### config.mk
export PLATFORM = sky130hd
export DESIGN_NAME = keypoint_angle_posture_vote_core
export DESIGN_NICKNAME = d
export VERILOG_FILES = /design/src/sv/kapv_pkg.sv /design/src/sv/kapv_cordic.sv /design/src/sv/kapv_angle.sv /design/src/sv/keypoint_angle_posture_vote_core.sv
export VERILOG_INCLUDE_DIRS = /design/src /design/src/sv
export SDC_FILE = /design/constraint.sdc
export NUM_CORES = 1
export LEC_CHECK = 0
export ABC_CLOCK_PERIOD_IN_PS = 11800
export BUFFER_PORTS_ARGS = -buffer_cell sky130_fd_sc_hd__clkbuf_2
export CORE_ASPECT_RATIO = 1.4
export CORE_UTILIZATION = 41
export DETAILED_ROUTE_END_ITERATION = 12
export SLEW_MARGIN = 20
export SYNTH_ARGS = -nofsm -noshare
export SYNTH_HDL_FRONTEND = slang
export SYNTH_SLANG_ARGS = --single-unit
### constraint.sdc
create_clock -name clk -period 11.8 [get_ports clk]
set_input_delay 1.77 -clock clk [delete_from_list [all_inputs] [get_ports clk]]
set_output_delay 1.77 -clock clk [all_outputs]
set_load 0.02 [all_outputs]
### src/sv/keypoint_angle_posture_vote_core_macros.svh
// ----------------------------------------------------------------------------
// Posture vote core assertion macros
// Shared property wrappers for the concurrent checks of the posture vote core.
// ----------------------------------------------------------------------------
`ifndef KEYPOINT_ANGLE_POSTURE_VOTE_CORE_MACROS_SVH
`define KEYPOINT_ANGLE_POSTURE_VOTE_CORE_MACROS_SVH

// Same-cycle implication, clocked on clk and disabled while rst_n is low.
`define KAPV_ASSERT_IMP(name, ante, cons, msg) \
  name: assert property (@(posedge clk) disable iff (!rst_n) (ante) |-> (cons)) \
    else $error(msg);

// Next-cycle implication, clocked on clk and disabled while rst_n is low.
`define KAPV_ASSERT_NXT(name, ante, cons, msg) \
  name: assert property (@(posedge clk) disable iff (!rst_n) (ante) |=> (cons)) \
    else $error(msg);

`endif

### src/sv/kapv_pkg.sv
// ----------------------------------------------------------------------------
// Posture vote package
// Widths, constants, codes and the arctangent table of the posture vote core.
// ----------------------------------------------------------------------------
`default_nettype none

package kapv_pkg;

  localparam int COORD_BITS   = 16;
  localparam int CORDIC_STEPS = 16;

  localparam int DIG_W      = 12;
  localparam int CORD_W_MIN = COORD_BITS + CORDIC_STEPS + 3;
  localparam int NDIG       = (CORD_W_MIN + DIG_W - 1) / DIG_W;
  localparam int CORD_W     = NDIG * DIG_W;
  localparam int DG_W       = $clog2(NDIG);
  localparam int IT_W       = $clog2(CORDIC_STEPS);
  localparam int IDX_W      = $clog2(CORD_W);
  localparam int ABS_W      = $clog2(CORD_W + CORDIC_STEPS + DIG_W) + 1;

  localparam int ZW     = 25;
  localparam int DIFF_W = ZW + 1;
  localparam int ANG_W  = 12;
  localparam int RND_SH = 12;

  localparam logic signed [ZW-1:0]     DEG90     = ZW'(90 * 65536);
  localparam logic signed [DIFF_W-1:0] HALF_TURN = DIFF_W'(180 * 65536);
  localparam logic signed [DIFF_W-1:0] FULL_TURN = DIFF_W'(360 * 65536);
  localparam logic signed [DIFF_W-1:0] RND_HALF  = DIFF_W'(2048);

  localparam int ATAN_N = 24;
  localparam int TAB_IW = 5;
  localparam int ATAN_TAB [ATAN_N] = '{
    2949120, 1740967, 919879, 466945, 234379, 117304, 58666, 29335,
    14668, 7334, 3667, 1833, 917, 458, 229, 115,
    57, 29, 14, 7, 4, 2, 1, 0
  };

  localparam logic [7:0] NECK_LIMIT_RST  = 8'd120;
  localparam logic [7:0] BACK_LIMIT_RST  = 8'd90;
  localparam logic [3:0] WINDOW_LEN_RST  = 4'd3;
  localparam logic [4:0] WRONG_LIMIT_RST = 5'd2;
  localparam logic [4:0] WRONG_MAX       = 5'd31;

  typedef enum logic [1:0] {
    REG_NECK_LIMIT  = 2'd0,
    REG_BACK_LIMIT  = 2'd1,
    REG_WINDOW_LEN  = 2'd2,
    REG_WRONG_LIMIT = 2'd3
  } reg_idx_t;

  typedef enum logic [2:0] {
    STAT_OKAY       = 3'd0,
    STAT_NO_PERSON  = 3'd1,
    STAT_NECK_WRONG = 3'd2,
    STAT_BACK_WRONG = 3'd3,
    STAT_SAMPLING   = 3'd4
  } status_t;

  typedef enum logic [1:0] {
    DIR_HEAD,
    DIR_HIP,
    DIR_NECK
  } dir_sel_t;

  typedef enum logic [1:0] {
    CS_IDLE,
    CS_RUN,
    CS_DONE
  } cordic_state_t;

  typedef enum logic [1:0] {
    ST_IDLE,
    ST_CORD,
    ST_ANGL,
    ST_VOTE
  } top_state_t;

  function automatic logic signed [ZW-1:0] atan_step(input logic [IT_W-1:0] i);
    return ZW'(ATAN_TAB[TAB_IW'(i)]);
  endfunction

endpackage

`default_nettype wire

### src/sv/kapv_cordic.sv
// ----------------------------------------------------------------------------
// Digit-serial CORDIC vectoring unit
// Measures the direction of a vector from +y towards +x; x and y rotate
// through shift registers one digit per cycle.
// ----------------------------------------------------------------------------
`default_nettype none

module kapv_cordic (
  input  logic                                   clk,
  input  logic                                   rst_n,
  input  logic                                   start,
  input  logic signed [kapv_pkg::COORD_BITS:0]   dx,
  input  logic signed [kapv_pkg::COORD_BITS:0]   dy,
  output logic                                   done,
  output logic signed [kapv_pkg::ZW-1:0]         z
);

  kapv_pkg::cordic_state_t state_r, state_nxt;

  logic signed [kapv_pkg::CORD_W-1:0] x_r, y_r;
  logic signed [kapv_pkg::ZW-1:0]     z_r;
  logic [kapv_pkg::IT_W-1:0]          it_r;
  logic [kapv_pkg::DG_W-1:0]          dg_r;
  logic                               neg_r, xsg_r, ysg_r, cx_r, cy_r;

  logic                               load, step;
  logic                               zero_in, first, last_dg, last_it;
  logic                               neg_c, xsg_c, ysg_c, cinx, ciny;
  logic signed [kapv_pkg::COORD_BITS:0] xp, yp;
  logic signed [kapv_pkg::ZW-1:0]     z_ld;
  logic signed [kapv_pkg::CORD_W-1:0] x_ld, y_ld;
  logic [kapv_pkg::DIG_W-1:0]         xsd, ysd;
  logic [kapv_pkg::DIG_W:0]           xsum, ysum;

  function automatic logic [kapv_pkg::DIG_W-1:0] win_dig(
    input logic [kapv_pkg::CORD_W-1:0] v,
    input logic                        sgn,
    input logic [kapv_pkg::IT_W-1:0]   it,
    input logic [kapv_pkg::DG_W-1:0]   dg
  );
    logic [kapv_pkg::DIG_W-1:0] d;
    logic [kapv_pkg::ABS_W-1:0] base;
    logic [kapv_pkg::ABS_W-1:0] a;
    logic [kapv_pkg::IDX_W-1:0] p;
    base = kapv_pkg::ABS_W'(dg) * kapv_pkg::ABS_W'(kapv_pkg::DIG_W)
         + kapv_pkg::ABS_W'(it);
    for (int j = 0; j < kapv_pkg::DIG_W; j++) begin
      a    = base + kapv_pkg::ABS_W'(j);
      p    = kapv_pkg::IDX_W'(it) + kapv_pkg::IDX_W'(j);
      d[j] = (a < kapv_pkg::ABS_W'(kapv_pkg::CORD_W)) ? v[p] : sgn;
    end
    return d;
  endfunction

  assign zero_in = (dx == '0) && (dy == '0);
  assign first   = (dg_r == '0);
  assign last_dg = (dg_r == kapv_pkg::DG_W'(kapv_pkg::NDIG - 1));
  assign last_it = (it_r == kapv_pkg::IT_W'(kapv_pkg::CORDIC_STEPS - 1));

  always_comb begin
    xp   = dy;
    yp   = dx;
    z_ld = '0;
    if (dy < 0) begin
      if (dx >= 0) begin
        xp   = dx;
        yp   = -dy;
        z_ld = kapv_pkg::DEG90;
      end else begin
        xp   = -dx;
        yp   = dy;
        z_ld = -kapv_pkg::DEG90;
      end
    end
    x_ld = kapv_pkg::CORD_W'(xp) <<< kapv_pkg::CORDIC_STEPS;
    y_ld = kapv_pkg::CORD_W'(yp) <<< kapv_pkg::CORDIC_STEPS;
  end

  always_comb begin
    neg_c = first ? y_r[kapv_pkg::CORD_W-1] : neg_r;
    xsg_c = first ? x_r[kapv_pkg::CORD_W-1] : xsg_r;
    ysg_c = first ? y_r[kapv_pkg::CORD_W-1] : ysg_r;
    cinx  = first ? neg_c : cx_r;
    ciny  = first ? !neg_c : cy_r;
    xsd   = win_dig(x_r, xsg_c, it_r, dg_r);
    ysd   = win_dig(y_r, ysg_c, it_r, dg_r);
    xsum  = {1'b0, x_r[kapv_pkg::DIG_W-1:0]} + {1'b0, (neg_c ? ~ysd : ysd)}
          + (kapv_pkg::DIG_W+1)'(cinx);
    ysum  = {1'b0, y_r[kapv_pkg::DIG_W-1:0]} + {1'b0, (neg_c ? xsd : ~xsd)}
          + (kapv_pkg::DIG_W+1)'(ciny);
  end

  always_comb begin
    state_nxt = state_r;
    unique case (state_r)
      kapv_pkg::CS_IDLE: begin
        if (start) begin
          state_nxt = zero_in ? kapv_pkg::CS_DONE : kapv_pkg::CS_RUN;
        end
      end
      kapv_pkg::CS_RUN: begin
        if (last_dg && last_it) begin
          state_nxt = kapv_pkg::CS_DONE;
        end
      end
      kapv_pkg::CS_DONE: begin
        state_nxt = kapv_pkg::CS_IDLE;
      end
      default: begin
        state_nxt = kapv_pkg::CS_IDLE;
      end
    endcase
  end

  always_comb begin
    load = (state_r == kapv_pkg::CS_IDLE) && start;
    step = (state_r == kapv_pkg::CS_RUN);
    done = (state_r == kapv_pkg::CS_DONE);
  end

  always_ff @(posedge clk) begin
    if (!rst_n) begin
      state_r <= kapv_pkg::CS_IDLE;
    end else begin
      state_r <= state_nxt;
    end
  end

  always_ff @(posedge clk) begin
    if (load) begin
      x_r  <= x_ld;
      y_r  <= y_ld;
      z_r  <= zero_in ? '0 : z_ld;
      it_r <= '0;
      dg_r <= '0;
    end else if (step) begin
      x_r  <= {xsum[kapv_pkg::DIG_W-1:0], x_r[kapv_pkg::CORD_W-1:kapv_pkg::DIG_W]};
      y_r  <= {ysum[kapv_pkg::DIG_W-1:0], y_r[kapv_pkg::CORD_W-1:kapv_pkg::DIG_W]};
      cx_r <= xsum[kapv_pkg::DIG_W];
      cy_r <= ysum[kapv_pkg::DIG_W];
      if (first) begin
        neg_r <= neg_c;
        xsg_r <= xsg_c;
        ysg_r <= ysg_c;
        z_r   <= neg_c ? (z_r - kapv_pkg::atan_step(it_r))
                       : (z_r + kapv_pkg::atan_step(it_r));
      end
      if (last_dg) begin
        dg_r <= '0;
        it_r <= it_r + 1'b1;
      end else begin
        dg_r <= dg_r + 1'b1;
      end
    end
  end

  assign z = z_r;

endmodule

`default_nettype wire

### src/sv/kapv_angle.sv
// ----------------------------------------------------------------------------
// Angle between two directions
// Wraps the difference of two directions into half a turn either way and
// rounds its magnitude to a sixteenth of a degree over three register stages.
// ----------------------------------------------------------------------------
`default_nettype none

module kapv_angle (
  input  logic                              clk,
  input  logic                              rst_n,
  input  logic                              start,
  input  logic signed [kapv_pkg::ZW-1:0]    a,
  input  logic signed [kapv_pkg::ZW-1:0]    b,
  output logic                              done,
  output logic [kapv_pkg::ANG_W-1:0]        res
);

  logic v1_r, v2_r, v3_r;
  logic signed [kapv_pkg::DIFF_W-1:0] d_r, w_r, w_nxt, mag, rs;
  logic [kapv_pkg::ANG_W-1:0]         res_r;

  always_comb begin
    if (d_r > kapv_pkg::HALF_TURN) begin
      w_nxt = d_r - kapv_pkg::FULL_TURN;
    end else if (d_r < -kapv_pkg::HALF_TURN) begin
      w_nxt = d_r + kapv_pkg::FULL_TURN;
    end else begin
      w_nxt = d_r;
    end
    mag = w_r[kapv_pkg::DIFF_W-1] ? -w_r : w_r;
    rs  = mag + kapv_pkg::RND_HALF;
  end

  always_ff @(posedge clk) begin
    if (!rst_n) begin
      v1_r <= 1'b0;
      v2_r <= 1'b0;
      v3_r <= 1'b0;
    end else begin
      v1_r <= start;
      v2_r <= v1_r;
      v3_r <= v2_r;
    end
  end

  always_ff @(posedge clk) begin
    d_r   <= kapv_pkg::DIFF_W'(a) - kapv_pkg::DIFF_W'(b);
    w_r   <= w_nxt;
    res_r <= rs[kapv_pkg::RND_SH+kapv_pkg::ANG_W-1:kapv_pkg::RND_SH];
  end

  assign done = v3_r;
  assign res  = res_r;

endmodule

`default_nettype wire

### src/sv/keypoint_angle_posture_vote_core.sv
// Frames are taken one at a time: in_ready is low from accept until the vote
// result is posted, since the single digit-serial CORDIC unit measures three
// directions in turn. A zero-length direction skips its CORDIC run, and a frame
// with no person skips all three.
// Reset: synchronous, active low; limits return to 120, 90, 3 and 2, both
// counters clear and no result is pending.
// ----------------------------------------------------------------------------
// Keypoint angle posture vote core
// Measures neck and back angles of a pose, checks them against limits and
// votes over a window of frames.
// ----------------------------------------------------------------------------
`default_nettype none

`include "keypoint_angle_posture_vote_core_macros.svh"

module keypoint_angle_posture_vote_core (
  input  logic        clk,
  input  logic        rst_n,
  input  logic        in_valid,
  output logic        in_ready,
  input  logic        in_person_present,
  input  logic [15:0] in_head_x,
  input  logic [15:0] in_head_y,
  input  logic [15:0] in_neck_x,
  input  logic [15:0] in_neck_y,
  input  logic [15:0] in_hip_x,
  input  logic [15:0] in_hip_y,
  output logic        out_valid,
  input  logic        out_ready,
  output logic [2:0]  out_status,
  output logic [11:0] out_neck_angle,
  output logic [11:0] out_back_angle,
  input  logic        psel,
  input  logic        penable,
  input  logic        pwrite,
  input  logic [3:0]  paddr,
  input  logic [31:0] pwdata,
  output logic [31:0] prdata,
  output logic        pready
);

  kapv_pkg::top_state_t state_r, state_nxt;
  kapv_pkg::dir_sel_t   sel_r;
  kapv_pkg::status_t    out_status_r, stat_c;
  kapv_pkg::reg_idx_t   ridx;

  logic [7:0] neck_lim_r, back_lim_r;
  logic [3:0] win_len_r, frame_cnt_r;
  logic [4:0] wrong_lim_r, wrong_cnt_r;

  logic                              present_r;
  logic [kapv_pkg::COORD_BITS-1:0]   hx_r, hy_r, nx_r, ny_r, px_r, py_r;
  logic signed [kapv_pkg::ZW-1:0]    z0_r, z1_r, z2_r;
  logic [kapv_pkg::ANG_W-1:0]        neck_r, back_r;
  logic                              ang_back_r, cord_start_r, ang_start_r;
  logic                              out_valid_r;
  logic [kapv_pkg::ANG_W-1:0]        out_neck_r, out_back_r;

  logic                              take, out_free, vote_fire, cfg_wr;
  logic                              cord_go, ang_go, cord_done, ang_done;
  logic signed [kapv_pkg::COORD_BITS:0] cdx, cdy;
  logic signed [kapv_pkg::ZW-1:0]    cord_z, ang_a, ang_b;
  logic [kapv_pkg::ANG_W-1:0]        ang_res;
  logic                              neck_bad, back_bad, win_close;
  logic [4:0]                        wc1, wc2, fc;

  function automatic logic signed [kapv_pkg::COORD_BITS:0] cdiff(
    input logic [kapv_pkg::COORD_BITS-1:0] p,
    input logic [kapv_pkg::COORD_BITS-1:0] q
  );
    return signed'({1'b0, p}) - signed'({1'b0, q});
  endfunction

  function automatic logic [4:0] sat_inc(input logic [4:0] v);
    return (v == kapv_pkg::WRONG_MAX) ? v : v + 5'd1;
  endfunction

  assign cfg_wr = psel && penable && pwrite;
  assign ridx   = kapv_pkg::reg_idx_t'(paddr[3:2]);
  assign pready = 1'b1;

  always_comb begin
    prdata = '0;
    unique case (ridx)
      kapv_pkg::REG_NECK_LIMIT:  prdata = 32'(neck_lim_r);
      kapv_pkg::REG_BACK_LIMIT:  prdata = 32'(back_lim_r);
      kapv_pkg::REG_WINDOW_LEN:  prdata = 32'(win_len_r);
      kapv_pkg::REG_WRONG_LIMIT: prdata = 32'(wrong_lim_r);
      default:                   prdata = '0;
    endcase
  end

  always_ff @(posedge clk) begin
    if (!rst_n) begin
      neck_lim_r  <= kapv_pkg::NECK_LIMIT_RST;
      back_lim_r  <= kapv_pkg::BACK_LIMIT_RST;
      win_len_r   <= kapv_pkg::WINDOW_LEN_RST;
      wrong_lim_r <= kapv_pkg::WRONG_LIMIT_RST;
    end else if (cfg_wr) begin
      unique case (ridx)
        kapv_pkg::REG_NECK_LIMIT:  neck_lim_r  <= pwdata[7:0];
        kapv_pkg::REG_BACK_LIMIT:  back_lim_r  <= pwdata[7:0];
        kapv_pkg::REG_WINDOW_LEN:  win_len_r   <= pwdata[3:0];
        kapv_pkg::REG_WRONG_LIMIT: wrong_lim_r <= pwdata[4:0];
        default: begin
        end
      endcase
    end
  end

  always_comb begin
    unique case (sel_r)
      kapv_pkg::DIR_HEAD: begin
        cdx = cdiff(hx_r, nx_r);
        cdy = cdiff(hy_r, ny_r);
      end
      kapv_pkg::DIR_HIP: begin
        cdx = cdiff(px_r, nx_r);
        cdy = cdiff(py_r, ny_r);
      end
      default: begin
        cdx = cdiff(nx_r, px_r);
        cdy = cdiff(ny_r, py_r);
      end
    endcase
    ang_a = ang_back_r ? z2_r : z0_r;
    ang_b = ang_back_r ? kapv_pkg::DEG90 : z1_r;
  end

  kapv_cordic u_cordic (
    .clk   (clk),
    .rst_n (rst_n),
    .start (cord_start_r),
    .dx    (cdx),
    .dy    (cdy),
    .done  (cord_done),
    .z     (cord_z)
  );

  kapv_angle u_angle (
    .clk   (clk),
    .rst_n (rst_n),
    .start (ang_start_r),
    .a     (ang_a),
    .b     (ang_b),
    .done  (ang_done),
    .res   (ang_res)
  );

  always_comb begin
    neck_bad  = neck_r < {neck_lim_r, 4'b0000};
    back_bad  = back_r < {back_lim_r, 4'b0000};
    wc1       = neck_bad ? sat_inc(wrong_cnt_r) : wrong_cnt_r;
    wc2       = back_bad ? sat_inc(wc1) : wc1;
    fc        = {1'b0, frame_cnt_r} + 5'd1;
    win_close = fc >= {1'b0, win_len_r};
    if (!present_r) begin
      stat_c = kapv_pkg::STAT_NO_PERSON;
    end else if (!win_close) begin
      stat_c = kapv_pkg::STAT_SAMPLING;
    end else if (wc2 < wrong_lim_r) begin
      stat_c = kapv_pkg::STAT_OKAY;
    end else if (back_bad) begin
      stat_c = kapv_pkg::STAT_BACK_WRONG;
    end else if (neck_bad) begin
      stat_c = kapv_pkg::STAT_NECK_WRONG;
    end else begin
      stat_c = kapv_pkg::STAT_OKAY;
    end
  end

  always_comb begin
    state_nxt = state_r;
    unique case (state_r)
      kapv_pkg::ST_IDLE: begin
        if (in_valid) begin
          state_nxt = in_person_present ? kapv_pkg::ST_CORD : kapv_pkg::ST_VOTE;
        end
      end
      kapv_pkg::ST_CORD: begin
        if (cord_done) begin
          state_nxt = (sel_r == kapv_pkg::DIR_HEAD) ? kapv_pkg::ST_CORD
                                                    : kapv_pkg::ST_ANGL;
        end
      end
      kapv_pkg::ST_ANGL: begin
        if (ang_done) begin
          state_nxt = ang_back_r ? kapv_pkg::ST_VOTE : kapv_pkg::ST_CORD;
        end
      end
      kapv_pkg::ST_VOTE: begin
        if (out_free) begin
          state_nxt = kapv_pkg::ST_IDLE;
        end
      end
      default: begin
        state_nxt = kapv_pkg::ST_IDLE;
      end
    endcase
  end

  always_comb begin
    in_ready  = (state_r == kapv_pkg::ST_IDLE);
    take      = in_valid && in_ready;
    out_free  = !out_valid_r || out_ready;
    cord_go   = (take && in_person_present)
             || ((state_r == kapv_pkg::ST_CORD) && cord_done
                 && (sel_r == kapv_pkg::DIR_HEAD))
             || ((state_r == kapv_pkg::ST_ANGL) && ang_done && !ang_back_r);
    ang_go    = (state_r == kapv_pkg::ST_CORD) && cord_done
             && (sel_r != kapv_pkg::DIR_HEAD);
    vote_fire = (state_r == kapv_pkg::ST_VOTE) && out_free;
  end

  always_ff @(posedge clk) begin
    if (!rst_n) begin
      state_r      <= kapv_pkg::ST_IDLE;
      cord_start_r <= 1'b0;
      ang_start_r  <= 1'b0;
      out_valid_r  <= 1'b0;
      wrong_cnt_r  <= '0;
      frame_cnt_r  <= '0;
    end else begin
      state_r      <= state_nxt;
      cord_start_r <= cord_go;
      ang_start_r  <= ang_go;
      if (vote_fire) begin
        out_valid_r <= 1'b1;
      end else if (out_ready) begin
        out_valid_r <= 1'b0;
      end
      if (vote_fire && present_r) begin
        if (win_close) begin
          wrong_cnt_r <= '0;
          frame_cnt_r <= '0;
        end else begin
          wrong_cnt_r <= wc2;
          frame_cnt_r <= fc[3:0];
        end
      end
    end
  end

  always_ff @(posedge clk) begin
    if (take) begin
      present_r <= in_person_present;
      hx_r      <= kapv_pkg::COORD_BITS'(in_head_x);
      hy_r      <= kapv_pkg::COORD_BITS'(in_head_y);
      nx_r      <= kapv_pkg::COORD_BITS'(in_neck_x);
      ny_r      <= kapv_pkg::COORD_BITS'(in_neck_y);
      px_r      <= kapv_pkg::COORD_BITS'(in_hip_x);
      py_r      <= kapv_pkg::COORD_BITS'(in_hip_y);
      sel_r     <= kapv_pkg::DIR_HEAD;
    end else if ((state_r == kapv_pkg::ST_CORD) && cord_done
                 && (sel_r == kapv_pkg::DIR_HEAD)) begin
      sel_r <= kapv_pkg::DIR_HIP;
    end else if ((state_r == kapv_pkg::ST_ANGL) && ang_done && !ang_back_r) begin
      sel_r <= kapv_pkg::DIR_NECK;
    end
    if (cord_done) begin
      unique case (sel_r)
        kapv_pkg::DIR_HEAD: z0_r <= cord_z;
        kapv_pkg::DIR_HIP:  z1_r <= cord_z;
        default:            z2_r <= cord_z;
      endcase
    end
    if (ang_go) begin
      ang_back_r <= (sel_r == kapv_pkg::DIR_NECK);
    end
    if (ang_done) begin
      if (ang_back_r) begin
        back_r <= ang_res;
      end else begin
        neck_r <= ang_res;
      end
    end
    if (vote_fire) begin
      out_status_r <= stat_c;
      out_neck_r   <= present_r ? neck_r : '0;
      out_back_r   <= present_r ? back_r : '0;
    end
  end

  assign out_valid      = out_valid_r;
  assign out_status     = out_status_r;
  assign out_neck_angle = out_neck_r;
  assign out_back_angle = out_back_r;

  `KAPV_ASSERT_NXT(a_busy_after_take, in_valid && in_ready, !in_ready, "Frame taken while busy.")
  `KAPV_ASSERT_IMP(a_cord_done_waited, cord_done, state_r == kapv_pkg::ST_CORD, "Stray CORDIC done.")
  `KAPV_ASSERT_IMP(a_ang_done_waited, ang_done, state_r == kapv_pkg::ST_ANGL, "Stray angle done.")
  `KAPV_ASSERT_NXT(a_vote_lands, vote_fire, out_valid_r && in_ready, "Vote result not posted.")

endmodule

`default_nettype wire

=== Word-level counts from Yosys, hierarchy flattened ===
Memories as Yosys holds them, arrays and structs flattened.
Index checks and enable logic that the tools add are counted.

* Bits of input ports: 140
* Bits in read-only memories: 1024
* Word-level logic and storage cells: 339
* Memories: 1
* Bits in registers: 442
* Output and inout bits: 62

* Equality and inequality tests: 20
* Bitwise operators: 8
* Multipliers: 1
* $add $sub $neg: 47
* Mux-type cells: 131
* Order comparisons: 33
* Reduce and logical (&&, ||, !) cells: 50

{| class="wikitable"
|+ Memory list
! name !! words !! bits a word !! rd ports !! clocked after Yosys merged registers in !! wr ports !! RTL line !! source
|-
| (no name shown) || 32 || 32 || 1 || 0 || 0 || kapv_pkg.sv:80 || <nowiki>return ZW'(ATAN_TAB[TAB_IW'(i)]);</nowiki>
|}

{| class="wikitable"
|+ Operators by type and width
! kind !! count
|-
| two-way mux 25 bit || 11
|-
| two-way mux 36 bit || 4
|-
| binary-select mux 1 bit (select 6 bit) || 22
|-
| one-hot mux 32 bit (4 select lines) || 1
|-
| subtractor 16 x 16 -> 17 bit || 6
|-
| < comparator 7 x 6 -> 1 bit (second input constant) || 12
|-
| < comparator 6 x 7 -> 1 bit (second input constant) || 11
|-
| two-way mux 17 bit || 4
|-
| one-hot mux 17 bit (2 select lines) || 2
|-
| two-way mux 1 bit || 57
|-
| two-way mux 26 bit || 2
|-
| logical NOT 17 bit || 2
|-
| negator 17 bit || 2
|-
| adder 7 x 3 -> 7 bit (second input constant) || 4
|-
| adder 7 x 4 -> 7 bit (second input constant) || 4
|-
| two-way mux 2 bit || 14
|-
| adder 12 x 12 -> 13 bit || 2
|-
| adder 13 x 1 -> 13 bit || 2
|-
| adder 26 bit (second input constant) || 1
|-
| greater-than comparator 26 x 25 -> 1 bit (second input constant) || 1
|-
| < comparator 26 x 25 -> 1 bit (second input constant) || 1
|-
| AND reduction 2 bit || 13
|-
| subtractor 25 x 25 -> 26 bit || 1
|-
| subtractor 26 bit (second input constant) || 1
|-
| 48 further kinds || 110
|}

=== Depth between registers and ports, before layout ===
Gate-level depths: netlist (run 1).

* Depth in word-level cells: 11
* Depth in mapped cells: 29
* Gate-level depth less buffers: 26

=== Modules after synthesis ===
From an unflattened synthesis (run 1), not the netlist that was laid out.

* Cell total of the unflattened synthesis: 2936
* Area, all modules: 29873.7 µm²

{| class="wikitable"
|+ By module, submodules not included
! module !! cells an instance !! instances !! sequential area each (µm²) !! area an instance (µm²)
|-
| keypoint_angle_posture_vote_core || 1169 || 1 || 7547.2 || 13878.3
|-
| kapv_cordic || 1371 || 1 || 2902.8 || 12399.4
|-
| kapv_angle || 396 || 1 || 1321.3 || 3595.9
|}

=== Worst setup path after synthesis (run 1) ===
No wires, ideal clock.

* Path type: input to register
* From: in in_valid
* To: reg hx_r[0] (netlist bit), enable pin
* Setup slack: 2752 ps
* Data arrival time: 8377 ps
* Cell stages on the path: 2
* Setup time: 671 ps
* Buffers on the path: 0
* Required time: 11129 ps
* Path through: inv_1 > nor3_1

* Cells in the longest elaborated chain, start to end: 1

{| class="wikitable"
|+ RTL lines
! item !! RTL line !! source
|-
| start, declared || keypoint_angle_posture_vote_core.sv:19 || <nowiki>input logic in_valid,</nowiki>
|-
| logical AND 1 bit || keypoint_angle_posture_vote_core.sv:204 || <nowiki>take = in_valid && in_ready;</nowiki>
|-
| net take || keypoint_angle_posture_vote_core.sv:59 || <nowiki>logic take, out_free, vote_fire, cfg_wr;</nowiki>
|-
| end signal, assigned || keypoint_angle_posture_vote_core.sv:247 || <nowiki>hx_r <= kapv_pkg::COORD_BITS'(in_head_x);</nowiki>
|-
| end, declared || keypoint_angle_posture_vote_core.sv:52 || <nowiki>logic [kapv_pkg::COORD_BITS-1:0] hx_r, hy_r, nx_r, ny_r, px_r, py_r;</nowiki>
|}

The timed path passes the listed nets, and every way through them passes these cells.
A chain may end at the register's enable or synchronous reset.

=== Final worst setup path (run 1) ===
* From: reg u_cordic.dg_r[0] (netlist bit)
* To: reg u_cordic.y_r[35] (netlist bit), data pin

* Cells in the longest elaborated chain, start to end: 11
* Elaborated cells between the ends (all ways): 48
* Classes of those cells: add/sub: 14; mul: 1; order compare: 12; mux: 18; bitwise: 1; reduce/logical: 2

{| class="wikitable"
|+ RTL lines
! item !! RTL line !! source
|-
| start, declared || kapv_cordic.sv:23 || <nowiki>logic [kapv_pkg::DG_W-1:0] dg_r;</nowiki>
|-
| start signal, assigned || kapv_cordic.sv:152 || <nowiki>dg_r <= dg_r + 1'b1;</nowiki>
|-
| multiplier 2 x 2 -> 4 bit || kapv_cordic.sv:45 || <nowiki>base = kapv_pkg::ABS_W'(dg) * kapv_pkg::ABS_W'(kapv_pkg::DIG_W)</nowiki>
|-
| adder 6 x 4 -> 7 bit || kapv_cordic.sv:46 || <nowiki>+ kapv_pkg::ABS_W'(it);</nowiki>
|-
| adder 7 x 1 -> 7 bit, or another cell as far along || kapv_cordic.sv:48 || <nowiki>a = base + kapv_pkg::ABS_W'(j);</nowiki>
|-
| < comparator 7 x 6 -> 1 bit || kapv_cordic.sv:50 || <nowiki>d[j] = (a < kapv_pkg::ABS_W'(kapv_pkg::CORD_W)) ? v[p] : sgn;</nowiki>
|-
| two-way mux 1 bit || kapv_cordic.sv:50 ||
|-
| inverter 12 bit || kapv_cordic.sv:89 || <nowiki>ysum = {1'b0, y_r[kapv_pkg::DIG_W-1:0]} + {1'b0, (neg_c ? xsd : ~xsd)}</nowiki>
|-
| two-way mux 12 bit || kapv_cordic.sv:89 ||
|-
| adder 12 x 12 -> 13 bit || kapv_cordic.sv:89 ||
|-
| adder 13 x 1 -> 13 bit (*) || kapv_cordic.sv:90 || <nowiki>+ (kapv_pkg::DIG_W+1)'(ciny);</nowiki>
|-
| two-way mux 36 bit (*) || kapv_cordic.sv:136 || <nowiki>end else if (step) begin</nowiki>
|-
| two-way mux 36 bit (*) || kapv_cordic.sv:130 || <nowiki>if (load) begin</nowiki>
|-
| end signal, assigned || kapv_cordic.sv:132 || <nowiki>y_r <= y_ld;</nowiki>
|-
| end signal, assigned || kapv_cordic.sv:138 || <nowiki>y_r <= {ysum[kapv_pkg::DIG_W-1:0], y_r[kapv_pkg::CORD_W-1:kapv_pkg::DIG_W]};</nowiki>
|-
| end, declared || kapv_cordic.sv:20 || <nowiki>logic signed [kapv_pkg::CORD_W-1:0] x_r, y_r;</nowiki>
|}

Every way passes the cells marked *; elsewhere a longest branch is shown, timed or not. The select of a mux whose other input is x is not followed.

==> results of run 1 <==
-- power groups by stage --
| stage | Combinational [µW] | Clock, µW | Sequential [µW] |
|---|---|---|---|
| floorplan | 3470 | 0 | 2190 |
| global placement | 4400 | 0 | 2280 |
| detailed placement | 4490 | 0 | 2300 |
| CTS | 4530 | 1620 | 2270 |
| global route | 4990 | 1680 | 2310 |
| finish | 4560 | 1580 | 2270 |
-- metal layers --
| metal | vias to the layer above | GRT usage, % | wire [µm] |
|---|---|---|---|
| met5 | - | 0 | 0 |
| met4 | 0 | 10.6 | 4030 |
| met3 | 196 | 2.50 | 2830 |
| met2 | 565 | 39.3 | 40500 |
| met1 | 10596 | 22.2 | 28400 |
| li1 | 10718 | - | - |
-- worst max path at each step --
| stage | cells after the start | end | slack, ps | startpoint |
|---|---|---|---|---|
| after floorplan | 2 | hx_r[0] | 2750 | in_valid |
| after global placement | 21 | u_cordic.z[23] | 4790 | u_cordic.it_r[0] |
| after detailed placement | 21 | u_cordic.z[23] | 4800 | u_cordic.it_r[0] |
| after CTS | 21 | u_cordic.z[23] | 4780 | u_cordic.it_r[0] |
| after global routing | 25 | u_cordic.x_r[35] | 4340 | u_cordic.dg_r[0] |
| final | 24 | u_cordic.y_r[35] | 4730 | u_cordic.dg_r[0] |
-- cell usage in the layout (no fill, tap or decap), types with 126 or more instances in the layout --
cell | netlist | layout
edfxtp_1 | 294 | 294
a21oi_1 | 185 | 185
xnor2_1 | 126 | 126
inv_1 | 151 | 150
dfxtp_1 | 147 | 144
ha_1 | 205 | 205
nand2_1 | 312 | 311
clkbuf_2 | 0 | 150
nor2_1 | 177 | 174
o21ai_0 | 160 | 160
-- cells by family after synthesis --
family | Yosys count | synth area share, %
AOI/OAI and AO/OA | 685 | 15.1
adders and majority gates | 218 | 9.57
buffers and inverters | 303 | 4.26
muxes | 216 | 11.5
xor gates and xnor gates | 209 | 6.25
and+or+nand+nor | 804 | 13.1
DFF | 441 | 40.2
other | 2 | 0.0256
-- critical path: cells and delay by family (launching register included) --
kind | cells | cell delay [ps]
AOI/OAI and AO/OA | 12 | 3110
adders and majority gates | 4 | 1980
xor gates and xnor gates | 3 | 600
buffers and inverters | 3 | 570
DFF | 1 | 390
and+or+nand+nor | 2 | 170
-- stage by stage --
| stage | hold WS [ps] | area (µm²) | worst slack (ps) |
|---|---|---|---|
| finish | 350 | 32600 | 4730 |
| global route | 353 | 32600 | 4340 |
| global placement | 336 | 30900 | 4790 |
| CTS | 351 | 32600 | 4780 |
| detailed placement | 340 | 30900 | 4800 |
| floorplan | 331 | 29400 | 2750 |
-- area by class of cell --
| type | count | area, µm² | area share, % |
|---|---|---|---|
| inverter | 152 | 571 | 1.75 |
| clock inverter | 31 | 343 | 1.05 |
| tap | 936 | 1170 | 3.59 |
| clock buffer | 61 | 1360 | 4.15 |
| timing repair buffer | 184 | 1010 | 3.08 |
| multi-input combinational | 2157 | 16400 | 50.3 |
| sequential | 441 | 11800 | 36.1 |
-- state kept, by name (all words and copies together), names as in the netlist, 5 cells and up --
name	flops
out_neck_angle	12
wrong_lim_r	5
back_lim_r	8
neck_r	12
back_r	12
ny_r	16
wrong_cnt_r	5
px_r	16
neck_lim_r	8
nx_r	16
out_back_angle	12
u_cordic.z	25
u_angle.res	12
z2_r	25
u_angle.d_r	26
u_cordic.x_r	36
py_r	16
z0_r	25
u_cordic.y_r	36
z1_r	25
u_angle.w_r	25
hx_r	16
hy_r	16
-- cell usage after synthesis (all sizes together), types with 23 or more instances --
cell type,number
nor3,45
edfxtp,294
nand2b,55
a21oi,187
a211oi,23
dfxtp,147
xor2,83
o221ai,23
a31oi,33
nand2,312
clkbuf,94
mux2i,90
o21ai,169
xnor2,126
nor2b,27
o211ai,27
nand3,51
mux2,33
buf,57
inv,151
a21o,68
ha,205
and2,42
mux4,93
o21a,28
nor2,177
==> summary.txt, run 1 <==
Worst setup path
  – Top cell by count, worst path: a21o_1
  – Flop2flop setup slack: 4730 ps
  – Crit path max fanout: 18
  – Data arrival time of the critical path: 7430 ps
  – Reg2reg start: u_cordic.dg_r[0]
  – WS Path Type: reg2reg
  – Worst Path Required: 12170 ps
  – Slowest library cell on the worst path: fa_1
  – Crit-path cells: inv_1, ha_1, inv_1, fa_1, inv_1, ha_1, xnor2_1, o22ai_1, nor4_1, a311o_1, a21oi_1, o21ai_0, xnor2_1, ha_1, a21o_1, a21o_1, a21o_1, a21oi_1, o21ai_0, a21oi_1, nor2b_1, o41ai_1, xnor2_1, a21o_1
  – Worst setup SP type: flop
  – FF-to-FF End: u_cordic.y_r[35]
  – Slowest cell delay on critical path: 920 ps
  – R2R cell count: 24
  – Crit. End Element: flop

Route
  – Drt drc: 0
  – DRT Wirelength: 75700 µm
  – TritonRoute pass-1 iters: 5
  – WL/cell: 19.1 µm
  – Vias/cell: 5.57
  – Detailed Route Iter0 Violations: 1401
  – Vias: 22075
  – Remaining antenna violation count after routing: 0

Flow run
  – Max-Cap Viols: 0

STA
  – Fmax: 142 MHz
  – Period Utilization, post-route: 59.9%
  – Max-slew headroom: 37.4%
  – Worst slew pin tran: 913 ps
  – Worst clock skew: 29.7 ps
  – Final Hold Vio Count: 0
  – Min Clock Period, post-route: 7070 ps
  – Setup TNS: 0 ps
  – RSZ-0062 raised after global routing: no
  – Pins Over Slew Limit: 0
  – Final setup fails: 0

Synthesis
  – Netlist cell types: 91
  – Cell Area, Synth: 29300 µm²
  – Top cells by area, synth: edfxtp_1 30%, dfxtp_1 10%, ha_1 8.8%, mux4_2 7.1%, nand2_1 4.0%
  – Number of synthesized flops with an enable pin: 294
  – Syn Inst Count: 2878
  – Avg Cell Area, Syn: 10.2 µm²
  – Main synth FF type: edfxtp_1
  – Share of Yosys cell area claimed by the top area cell type: 30.1%
  – Post-synthesis sequential area ratio: 40.2%
  – Yosys warns: 0
  – Async S/R FF share, synth: 0%
  – Register bit count reported by yosys: 441
  – Largest area contributor in the netlist: edfxtp_1

Layout
  – Area Growth Syn to Fin: 11.3%
  – N_diodes: 0
  – Number of fill cells: 6623
  – Util after Layout: 46.3%
  – Nets@finish: 3341
  – Share of layout cells above drive strength 1: 14.6%
  – Finished Layout Cells: 3962

Global route
  – Gr usage total: 20.7%
  – Grt ovf: 0
  – First-pass GRT wire length: 120000 µm
  – Initial antenna violation count: 0
  – Number of global-route vias before repair: 22278
  – Largest net degree at the start of global routing: 79

CTS
  – Root Driver: clkbuf_16
  – Clock sink total: 441
  – CTS tree: built
  – Post_cts resized: 0
  – Hold_buf cts: 0
  – Post-CTS Setup Bufs: 0
  – Clock Pin Slew Worst Setup and Hold Paths: 60 ps
  – Num CTS Buffers: 49
  – Max clock buf depth: 3
  – H-tree level count: 2
  – Clk Latency, worst-skew pair: 610 ps

Power and ir drop
  – Overall power: 8410 µW
  – VDD IR max: 0.000129 V
  – PD cells: 258 nW/µm²
  – Clock power frac: 18.8%
  – Leakage: 0.0130 µW
  – Seq pwr share: 27.0%
  – Internal: 4890 µW
  – Sw power: 3530 µW
  – Switching Share: 41.9%
  – Comb pwr share: 54.2%

Worst hold path
  – WHS Path Cells: 0
  – Hold Path Origin: u_angle.d_r[11]
  – HP Class: reg2reg
  – Hold Crit Endpoint: u_angle.w_r[11]

Placed design
  – GPL Wtd Cong: 0.969
  – IO Port Bufs: 150
  – Post-detailed-placement half-perimeter wirelength: 57600 µm
  – # placed instances: 3870

Floorplanning
  – Io pins: 202
  – Initial core utilization: 41.6%
  – Core ar.: 70500 µm²
  – Die ar.: 72500 µm²
  – Rows: 115
  – Die height: 318 µm
  – Die W: 228 µm

Run status
  – Outcome: finished clean
Power figures use the tool's default switching activity.
==> run 2: changes to the inputs <==
--- a/config.mk
+++ b/config.mk
@@ -6,7 +6,7 @@
 export SDC_FILE = /design/constraint.sdc
 export NUM_CORES = 1
 export LEC_CHECK = 0
-export ABC_CLOCK_PERIOD_IN_PS = 11800
+export ABC_CLOCK_PERIOD_IN_PS = 7400
 export BUFFER_PORTS_ARGS = -buffer_cell sky130_fd_sc_hd__clkbuf_2
 export CORE_ASPECT_RATIO = 1.4
 export CORE_UTILIZATION = 41
==> constraint.sdc (replaced) <==
create_clock -name clk -period 7.4 [get_ports clk]
set_input_delay 1.11 -clock clk [delete_from_list [all_inputs] [get_ports clk]]
set_output_delay 1.11 -clock clk [all_outputs]
set_load 0.02 [all_outputs]
==> run 2 against run 1 <==
Routed wire length increased by 2.1%. Critical endpoint unchanged. Sequential power up 59%. Combinational power increased by 60%. Global-route usage up 0.36 points. Sequential share of layout area about the same. First-iteration DRC count increased by 6.6%. Register-to-register slack worse by 3800 ps. Highest routed layer unchanged. Power is 60% higher.
==> summary.txt, run 2 (synthesized netlist as in run 1, its figures left out) <==
Layout
  – Nets@finish: 3345
  – Util after Layout: 46.3%
  – Share of layout cells above drive strength 1: 14.6%
  – Number of fill cells: 6625
  – N_diodes: 0
  – Most frequent cells in the layout: 311 x nand2_1, 294 x edfxtp_1, 205 x ha_1
  – Top flop regs: u_cordic.x_r: 36 flops, u_cordic.y_r: 36 flops, u_angle.d_r: 26 flops
  – Design area: 32700 µm²
  – Area Growth Syn to Fin: 11.5%
  – Finished Layout Cells: 3965
  – Most common cell after layout, fill and taps aside: nand2_1

CTS
  – Post_cts resized: 0
  – Post-CTS Setup Bufs: 0
  – Root Driver: clkbuf_16
  – Clk Latency, worst-skew pair: 620 ps
  – Hold_buf cts: 0
  – Num CTS Buffers: 48
  – H-tree level count: 2
  – Max clock buf depth: 3
  – Clock sink total: 441
  – Clock Pin Slew Worst Setup and Hold Paths: 60 ps
  – CTS tree: built

STA
  – Worst slew pin tran: 975 ps
  – Setup TNS: 0 ps
  – Max-slew headroom: 34.7%
  – RSZ-0062 raised after global routing: no
  – Pins Over Slew Limit: 0
  – Final setup fails: 0
  – Fmax: 155 MHz
  – Worst clock skew: 34.3 ps
  – Final Hold Vio Count: 0
  – Min Clock Period, post-route: 6430 ps
  – Period Utilization, post-route: 86.9%

Floorplanning
  – Io pins: 202
  – Die height: 318 µm
  – Die W: 228 µm
  – Rows: 115
  – Core ar.: 70500 µm²
  – Initial core utilization: 41.6%
  – Die ar.: 72500 µm²

Flow run
  – Max-Cap Viols: 0

Worst setup path
  – Data arrival time of the critical path: 6800 ps
  – WS Path Type: reg2reg
  – Crit path max fanout: 18
  – Crit. End Element: flop
  – Reg2reg start: u_cordic.dg_r[0]
  – R2R cell count: 26
  – Worst Path Required: 7770 ps
  – Flop2flop setup slack: 970 ps
  – FF-to-FF End: u_cordic.y_r[35]
  – Worst setup SP type: flop

Worst hold path
  – WHS Path Cells: 0
  – HP Class: reg2reg
  – Hold Crit Endpoint: u_angle.w_r[14]
  – Hold Path Origin: u_angle.d_r[14]

Route
  – WL/cell: 19.5 µm
  – Vias: 22205
  – DRT Wirelength: 77300 µm
  – Vias/cell: 5.60
  – Detailed Route Iter0 Violations: 1493
  – TritonRoute pass-1 iters: 6
  – Drt drc: 0
  – Remaining antenna violation count after routing: 0

Power and ir drop
  – VDD IR max: 0.000216 V
  – Comb pwr share: 54.3%
  – Sw power: 5610 µW
  – Seq pwr share: 26.8%
  – PD cells: 411 nW/µm²
  – Overall power: 13400 µW
  – Leakage: 0.0130 µW
  – Clock power frac: 18.9%
  – Internal: 7820 µW
  – Switching Share: 41.8%

Global route
  – Initial antenna violation count: 0
  – Grt ovf: 0
  – First-pass GRT wire length: 121000 µm
  – Largest net degree at the start of global routing: 73
  – Gr usage total: 21.0%
  – Number of global-route vias before repair: 22422

Placed design
  – GPL Wtd Cong: 0.968
  – Post-detailed-placement half-perimeter wirelength: 59700 µm
  – Placement Cell Area: 31000 µm²
  – IO Port Bufs: 150
  – # placed instances: 3875

Run status
  – Outcome: finished clean
## run 2: worst max-delay path, stage by stage, from the launching register on
cell	delay [ps]
dfxtp_1	380
inv_1	120
ha_1	330
inv_1	60
fa_1	500
buf_4	230
inv_1	80
buf_4	190
ha_1	360
xnor2_1	210
o22ai_1	240
nor4_1	100
a311o_1	330
a21oi_1	260
o21ai_0	160
xnor2_1	440
ha_1	330
a21o_1	180
a21o_1	200
a21o_1	170
a21oi_1	210
o21ai_0	170
a21oi_1	230
nor2b_1	90
o41ai_1	340
xnor2_1	110
a21o_1	180
## run 2: worst max path at each step
| stage | start | cells after the start | end | slack, ps |
|---|---|---|---|---|
| final | u_cordic.dg_r[0] | 26 | u_cordic.y_r[35] | 970 |
| after global routing | u_cordic.dg_r[0] | 26 | u_cordic.y_r[35] | 630 |
| after CTS | u_cordic.dg_r[0] | 26 | u_cordic.y_r[35] | 960 |
| after detailed placement | u_cordic.dg_r[0] | 26 | u_cordic.y_r[35] | 980 |
| after global placement | u_cordic.it_r[0] | 21 | u_cordic.z[23] | 1120 |
| after floorplan | u_cordic.it_r[1] | 22 | u_cordic.z[22] | 1670 |
## run 2: routing by layer
metal  vias up  track usage [%]  part of all wire (%)
li1      10743                -                     -
met1     10663             22.1                    37
met2       593             39.6                    53
met3       206             2.66                   3.8
met4         0             12.9                   6.5
met5         -                0                     0
## run 2: area by class of cell
class	count	area (µm²)	share of cell area, %
sequential	441	11800	36.1
tap	936	1170	3.59
multi-input combinational	2157	16400	50.2
clock inverter	28	408	1.25
inverter	152	571	1.75
clock buffer	62	1290	3.95
timing repair buffer	189	1040	3.19
## run 2: power by group through the flow
stage                     clock network (µW)  registers, µW  logic [µW]
after global placement                     0           3620        7060
after detailed placement                   0           3650        7230
after CTS                               2590           3600        7280
final                                   2540           3600        7290
after global routing                    2700           3650        7970
after floorplan                            0           3480        5530
## run 2: per-stage QoR
stage / worst slack, ps / hold slack (ps)
2_1_floorplan: 1670 / 331
4_1_cts: 955 / 353
3_5_place_dp: 975 / 337
3_3_place_gp: 1120 / 336
5_1_grt: 626 / 354
6_report: 968 / 351
==> run 3: changes to the inputs <==
--- a/config.mk
+++ b/config.mk
@@ -7,7 +7,7 @@
 export NUM_CORES = 1
 export LEC_CHECK = 0
 export ABC_CLOCK_PERIOD_IN_PS = 7400
-export BUFFER_PORTS_ARGS = -buffer_cell sky130_fd_sc_hd__clkbuf_2
+export BUFFER_PORTS_ARGS = -buffer_cell sky130_fd_sc_hd__buf_4
 export CORE_ASPECT_RATIO = 1.4
 export CORE_UTILIZATION = 41
 export DETAILED_ROUTE_END_ITERATION = 12
==> run 3 against run 2 <==
Clock-buffer cell count shrank 7. Routed wire length is 0.57% higher. Power is 0.55% higher. Via count increased by 0.45%. Sequential cell count unchanged. Core utilization grew 0.59 points. Maximum frequency shrank 4.0%. Sequential power about the same. Critical path depth fell by 2. Design area rose by 1.3%. Sequential share of layout area down 0.46 points. Global-route usage is essentially flat.
==> summary.txt, run 3 (synthesized netlist as in run 1, its figures left out) <==
Worst setup path
  – Slowest library cell on the worst path: mux2i_1
  – Reg2reg start: u_cordic.dg_r[0]
  – FF-to-FF End: u_cordic.y_r[35]
  – Slowest cell delay on critical path: 700 ps
  – Flop2flop setup slack: 700 ps
  – WS Path Type: reg2reg
  – Data arrival time of the critical path: 7080 ps
  – Crit. End Element: flop
  – Crit path max fanout: 18
  – R2R cell count: 24
  – Worst Path Required: 7780 ps
  – Worst setup SP type: flop
  – Crit-path cells: inv_1, ha_1, inv_1, fa_1, buf_4, inv_1, ha_1, nand2_1, a21oi_1, o31ai_1, a221oi_1, a311oi_1, mux2i_1, xnor2_1, ha_1, a21o_1, a21o_1, a21oi_1, o21ai_0, a21oi_1, nor2b_1, o41ai_1, xnor2_1, a21o_1

Run status
  – Outcome: finished clean

Layout
  – Most frequent cells in the layout: 311 x nand2_1, 294 x edfxtp_1, 205 x ha_1
  – Number of fill cells: 6557
  – N_diodes: 0
  – Top flop regs: u_cordic.x_r: 36 flops, u_cordic.y_r: 36 flops, u_angle.d_r: 26 flops
  – Most common cell after layout, fill and taps aside: nand2_1
  – Util after Layout: 46.9%
  – Register area: 11800 µm²
  – Area of the multi-input gates: 16400 µm²
  – Share of layout cells above drive strength 1: 14.9%
  – Nets@finish: 3351
  – Area Growth Syn to Fin: 12.9%

STA
  – Max-slew headroom: 38.0%
  – Worst slew pin tran: 930 ps
  – Post-layout worst setup margin: 702 ps
  – Final Hold Vio Count: 0
  – Period Utilization, post-route: 90.5%
  – Min Clock Period, post-route: 6700 ps
  – Fmax: 149 MHz
  – Worst clock skew: 25.8 ps
  – Final setup fails: 0
  – RSZ-0062 raised after global routing: no
  – Setup TNS: 0 ps
  – Pins Over Slew Limit: 0

Power and ir drop
  – VDD IR max: 0.000209 V
  – Overall power: 13500 µW
  – PD cells: 408 nW/µm²
  – Leakage: 0.0131 µW

Floorplanning
  – Core ar.: 70500 µm²
  – Die height: 318 µm
  – Initial core utilization: 41.6%
  – Die W: 228 µm
  – Rows: 115
  – Die ar.: 72500 µm²
  – Io pins: 202

Worst hold path
  – Hold Crit Endpoint: u_angle.w_r[16]
  – Hold Path Origin: u_angle.d_r[16]
  – HP Class: reg2reg
  – WHS Path Cells: 0

CTS
  – Max clock buf depth: 3
  – Clock sink total: 441
  – Post-CTS Setup Bufs: 0
  – Post_cts resized: 0
  – Root Driver: clkbuf_16
  – H-tree level count: 2
  – Hold_buf cts: 0
  – Num CTS Buffers: 49
  – Clk Latency, worst-skew pair: 620 ps
  – CTS tree: built
  – Clock Pin Slew Worst Setup and Hold Paths: 70 ps

Placed design
  – GPL Wtd Cong: 0.949
  – Post-detailed-placement half-perimeter wirelength: 59500 µm
  – Pre-CTS setup slack: 835 ps
  – IO Port Bufs: 150

Route
  – Vias: 22305
  – TritonRoute pass-1 iters: 6
  – Detailed Route Iter0 Violations: 1394
  – Remaining antenna violation count after routing: 0
  – WL/cell: 19.6 µm
  – Vias/cell: 5.62
  – Drt drc: 0
  – DRT Wirelength: 77800 µm

Global route
  – Initial antenna violation count: 0
  – Gr usage total: 21.0%
  – Largest net degree at the start of global routing: 79
  – Number of global-route vias before repair: 22480
  – First-pass GRT wire length: 121000 µm
  – Grt ovf: 0

Flow run
  – Max-Cap Viols: 0
## run 3: cell count changes in the layout (fill, tap and decap cells not counted), sizes merged
cell	previous run	this run
clkbuf	212	55
buf	39	194
clkinvlp	2	8
inv	153	156
bufinv	7	5
clkinv	18	19
## run 3: layer usage
metal | wire length (µm) | part of all wire [%] | vias to the layer above | track usage, %
li1 | - | - | 10750 | -
met1 | 28400 | 37 | 10774 | 21.9
met3 | 2960 | 3.8 | 169 | 2.48
met5 | 0 | 0 | - | 0
met2 | 42100 | 54 | 612 | 40.6
met4 | 4230 | 5.4 | 0 | 11.1
## run 3: worst max-delay path by stage
stage,end,startpoint,cells past startpoint
global route,u_cordic.y_r[35],u_cordic.dg_r[0],25
detailed placement,u_cordic.y_r[35],u_cordic.dg_r[0],25
finish,u_cordic.y_r[35],u_cordic.dg_r[0],24
global placement,u_cordic.y_r[35],u_cordic.dg_r[0],25
CTS,u_cordic.y_r[35],u_cordic.dg_r[0],25
floorplan,u_cordic.z[22],u_cordic.it_r[1],22
## run 3: cell type report
cell class	count	area share (%)
clock buffers	55	3.87
clock inverters	36	1.27
repair buffers	194	4.40
inverters	152	1.72
well taps	936	3.54
multi-input cells	2157	49.6
flip-flops and latches	441	35.6
## run 3: report_power, final
| group | switching [µW] | leakage, µW | internal (µW) |
|---|---|---|---|
| Clock | 1080 | 0.000803 | 1450 |
| Sequential | 355 | 0.00395 | 3220 |
| Combinational | 4250 | 0.00838 | 3140 |
## run 3: critical path, delay by kind of cell, from the launching register on
family,cells,cell delay (ps)
flops,1,380
fa+ha+maj,4,1590
buf+inv,4,610
mux,1,700
xor+xnor,2,310
compound gates,11,2630
simple gates,2,220
## run 3: stage by stage
step / instances / instance area, µm² / hold WS, ps
6_report: 3971 / 33100 / 332
4_1_cts: 3971 / 33100 / 322
2_1_floorplan: 2901 / 29400 / 331
3_5_place_dp: 3880 / 31400 / 338
5_1_grt: 3971 / 33100 / 337
3_3_place_gp: 3880 / 31400 / 336
